File: src/rtl/core/wobn_pkg.sv
`default_nettype none
package wobn_pkg;

    localparam int RING_DEPTH_DEF = 1024;
    localparam int ID_BITS_DEF    = 16;
    localparam int NODE_ID_W      = 16;
    localparam int SRC_W          = 16;
    localparam int LEN_W          = 24;
    localparam int BYTE_W         = 8;
    localparam int EXT_W          = 32;

endpackage
`default_nettype wire

File: src/rtl/core/wobn_skid.sv
`default_nettype none
module wobn_skid #(
    parameter int DATA_W = wobn_pkg::BYTE_W
) (
    input  wire logic              i_clk,
    input  wire logic              i_rst_n,
    input  wire logic              i_valid,
    output logic                   o_ready,
    input  wire logic [DATA_W-1:0] i_data,
    output logic                   o_valid,
    input  wire logic              i_ready,
    output logic      [DATA_W-1:0] o_data
);

    logic              r_out_valid;
    logic [DATA_W-1:0] r_out_data;
    logic              r_skid_valid;
    logic [DATA_W-1:0] r_skid_data;
    logic              w_acc;

    assign o_ready = !r_skid_valid;
    assign w_acc   = i_valid && !r_skid_valid;
    assign o_valid = r_out_valid;
    assign o_data  = r_out_data;

    always_ff @(posedge i_clk) begin
        if (!i_rst_n) begin
            r_out_valid  <= 1'b0;
            r_skid_valid <= 1'b0;
        end else if (!r_out_valid || i_ready) begin
            // output slot frees up: skid word first, else the new word
            r_out_valid  <= r_skid_valid || w_acc;
            r_skid_valid <= 1'b0;
            if (r_skid_valid) begin
                r_out_data <= r_skid_data;
            end else if (w_acc) begin
                r_out_data <= i_data;
            end
        end else if (w_acc) begin
            r_skid_valid <= 1'b1;
            r_skid_data  <= i_data;
        end
    end

endmodule
`default_nettype wire

File: config.mk
export PLATFORM = sky130hd
export DESIGN_NAME = wobn_skid
export DESIGN_NICKNAME = d
export VERILOG_FILES = /design/src/rtl/core/wobn_pkg.sv /design/src/rtl/core/wobn_skid.sv
export SDC_FILE = /design/constraint.sdc
export NUM_CORES = 1
export LEC_CHECK = 0
export ABC_AREA = 1
export BUFFER_PORTS_ARGS = -buffer_cell sky130_fd_sc_hd__buf_2
export CAP_MARGIN = 10
export CORE_UTILIZATION = 40
export CTS_CLUSTER_DIAMETER = 60
export DETAILED_ROUTE_END_ITERATION = 12
export MAX_ROUTING_LAYER = met4
export PLACE_DENSITY_LB_ADDON = 0.08
export SLEW_MARGIN = 20
export SYNTH_ARGS = -nofsm -noshare
export SYNTH_HDL_FRONTEND = slang
export SYNTH_SLANG_ARGS = --single-unit
File: constraint.sdc
create_clock -name i_clk -period 1.2 [get_ports i_clk]
set_input_delay 0.24 -clock i_clk [delete_from_list [all_inputs] [get_ports i_clk]]
set_output_delay 0.24 -clock i_clk [all_outputs]
set_load 0.1 [all_outputs]
==> out/metrics.cfg <==
[outcome]
status = complete, but fails checks
violations = negative setup slack

[floorplan]
rows = 14
die_x_um = 43.0
coreArea_um2 = 1540
dieArea_um2 = 1850
initial_core_util_pct = 43.6
chipHeight_um = 43.0
pin_count = 22

[global_route]
grt_max_degree = 11
antenna_found_initial = 0
track_usage_pct = 15.7
grt_pass1_vias = 467
overflow = 0
grt_pass1_wl_um = 2010

[logic_synthesis]
synth-seq-area-share_pct = 77.5
synth.ff_latch_count = 18
mappedNetlistArea_um2 = 672
yosysUniqueCellTypes = 9
ys_warn_count = 0
synth_cells = 54
synth_fp_nets = 66
avgSynthCellArea_um2 = 12.4

[finish]
synthToLayoutAreaGrowth_pct = 56.6
nets = 97
antenna_cells = 0
finalNonFillerCells = 100
drive_gt1_share_pct = 44.0
stdcell_area_um2 = 1050

[timing]
period_share_pct = 102
fmax_mhz = 819
worst_slack_ns = -0.0217
final_hold_viol_count = 0
finalCriticalPeriod_ns = 1.22
timing.final.setup_violations = 1
worst-slew-pin-transition_ns = 0.245
hold_ws_ns = 0.132
fin_worst_skew_ns = 0.00137
slew_viol_final = 0
slew_headroom_pct = 83.7
rsz0062_at_grt = yes

[critical_path]
arrival_ns = 0.98
crit_type = reg2out
worstPathRequired_ns = 0.96
end_kind = output pin
crit_fanout = 3
start_kind = flip-flop

[place]
placed_cell_area_um2 = 977
portBuffers = 21
gp_congestion = 0.729
place_inst = 93
dp_slack_ns = 0.0306
dp_hpwl_um = 784

[clock_tree]
cts-buffers-inserted = 3
clk_latency_ns = 0.29
cts.reportedPaths.clkPinSlew_ns = 0.10
clock_path_buffers = 2
cts_tree = yes
clockRootBuffer = clkbuf_4
clock_sinks = 18
htreeDepth = 1

[drt]
wl_per_cell_um = 10.8
first_pass_iters = 4
num_vias = 461
drc_errors = 0
drt_iter0_drc = 11
wl_um = 1080
drt-vias-per-instance = 4.61
drt.antenna.violating_nets = 0

[worst_hold_path]
min_path_type = in2reg

[power]
clock_power_share_pct = 27.3
p_sw_uw = 362
intPower_uw = 983
p_leak_uw = 0.000454
seqPwrFrac_pct = 53.6
p_per_area_nw_per_um2 = 1280
ir_drop_v = 0.000798
p_sw_share_pct = 26.9
pwr-share-comb_pct = 19.1

[job]
drv_cap = 0

==> power by group through the flow <==
stage               Combinational [uW]  Clock [uW]  Sequential, uW
floorplan                         41.8           0             841
global placement                   250           0             736
detailed placement                 251           0             737
CTS                                261         381             722
global route                       269         411             724
finish                             257         368             721
==> synth_stat cells <==
cell / count / share of area, %
nand2_1: 26 / 15
edfxtp_1: 16 / 72
nor2_1: 5 / 2.8
dfxtp_1: 2 / 6.0
buf_6: 1 / 1.7
inv_1: 1 / 0.56
inv_2: 1 / 0.56
nand3b_1: 1 / 1.1
o21ai_2: 1 / 1.3
==> cell type report <==
| class | instances | area [um2] |
|---|---|---|
| inverter | 2 | 12.5 |
| fill | 116 | 489 |
| timing repair buffer | 27 | 308 |
| clock buffer | 4 | 36.3 |
| tap | 16 | 20.0 |
| multi-input combinational | 33 | 148 |
| sequential | 18 | 528 |
==> logic make-up (layout without fill, tap and decap cells) <==
group                  count (synthesis)  count (layout)  synth area share (%)
AND/OR/NAND/NOR                       32              32                  18.4
flip-flops                            18              18                  77.5
buffers and inverters                  3              33                  2.79
AO/OA/AOI/OAI                          1               1                  1.30
==> critical path, cell delays in order, from the launching register on <==
cell     delay [ns]
dfxtp_4        0.39
inv_6          0.04
buf_8          0.11
buf_12         0.15
==> layout by cell type, fill, tap and decap left out <==
master and n:
buf_12 10, buf_2 11, buf_4 5, buf_8 1, clkbuf_4 3, clkbuf_8 1
dfxtp_4 2, edfxtp_1 16, inv_1 1, inv_6 1, nand2_1 26, nand3b_1 1
nor2_1 3, nor2_4 2, o21ai_2 1
==> state kept, by name, indices dropped and copies added (netlist names) <==
| name | flops |
|---|---|
| r_skid_valid | 1 |
| r_skid_data | 8 |
| o_valid | 1 |
| o_data | 8 |
==> metrics by stage <==
step	TNS, ns	util, %	total power, uW
after floorplan	-0.374	-	883
after global placement	0	63.4	986
after detailed placement	0	63.4	988
after CTS	-0.0957	68.8	1360
after global routing	-0.0651	68.3	1400
final	-0.0217	68.3	1350
==> path summary, 6_finish.rpt <==
kind | endpoint | slack, ns | startpoint | cells past startpoint
worst max-delay path | o_ready | -0.02 | r_skid_valid | 3
worst min-delay path | r_skid_data[5] | 0.13 | i_data[5] | 1
worst max register to register | r_skid_data[2] | 0.10 | r_skid_valid | 4
worst min register to register | o_data[0] | 0.53 | r_skid_data[0] | 2
==> repair_timing <==
action / 4_1_cts / 5_1_grt
endpoints found under the setup margin: 1 / 9
hold buffers: 0 / 0
pin swaps: 1 / 0
setup buffers: 4 / 0
resized for setup: 5 / 1
==> routing by layer <==
layer	track usage (%)	wire, um	up-vias
li1	-	-	241
met1	20.2	502	192
met2	22.7	474	23
met3	3.83	64	5
met4	9.09	34	0
met5	-	0	-
Note: power is estimated with default switching activity, not from simulation.
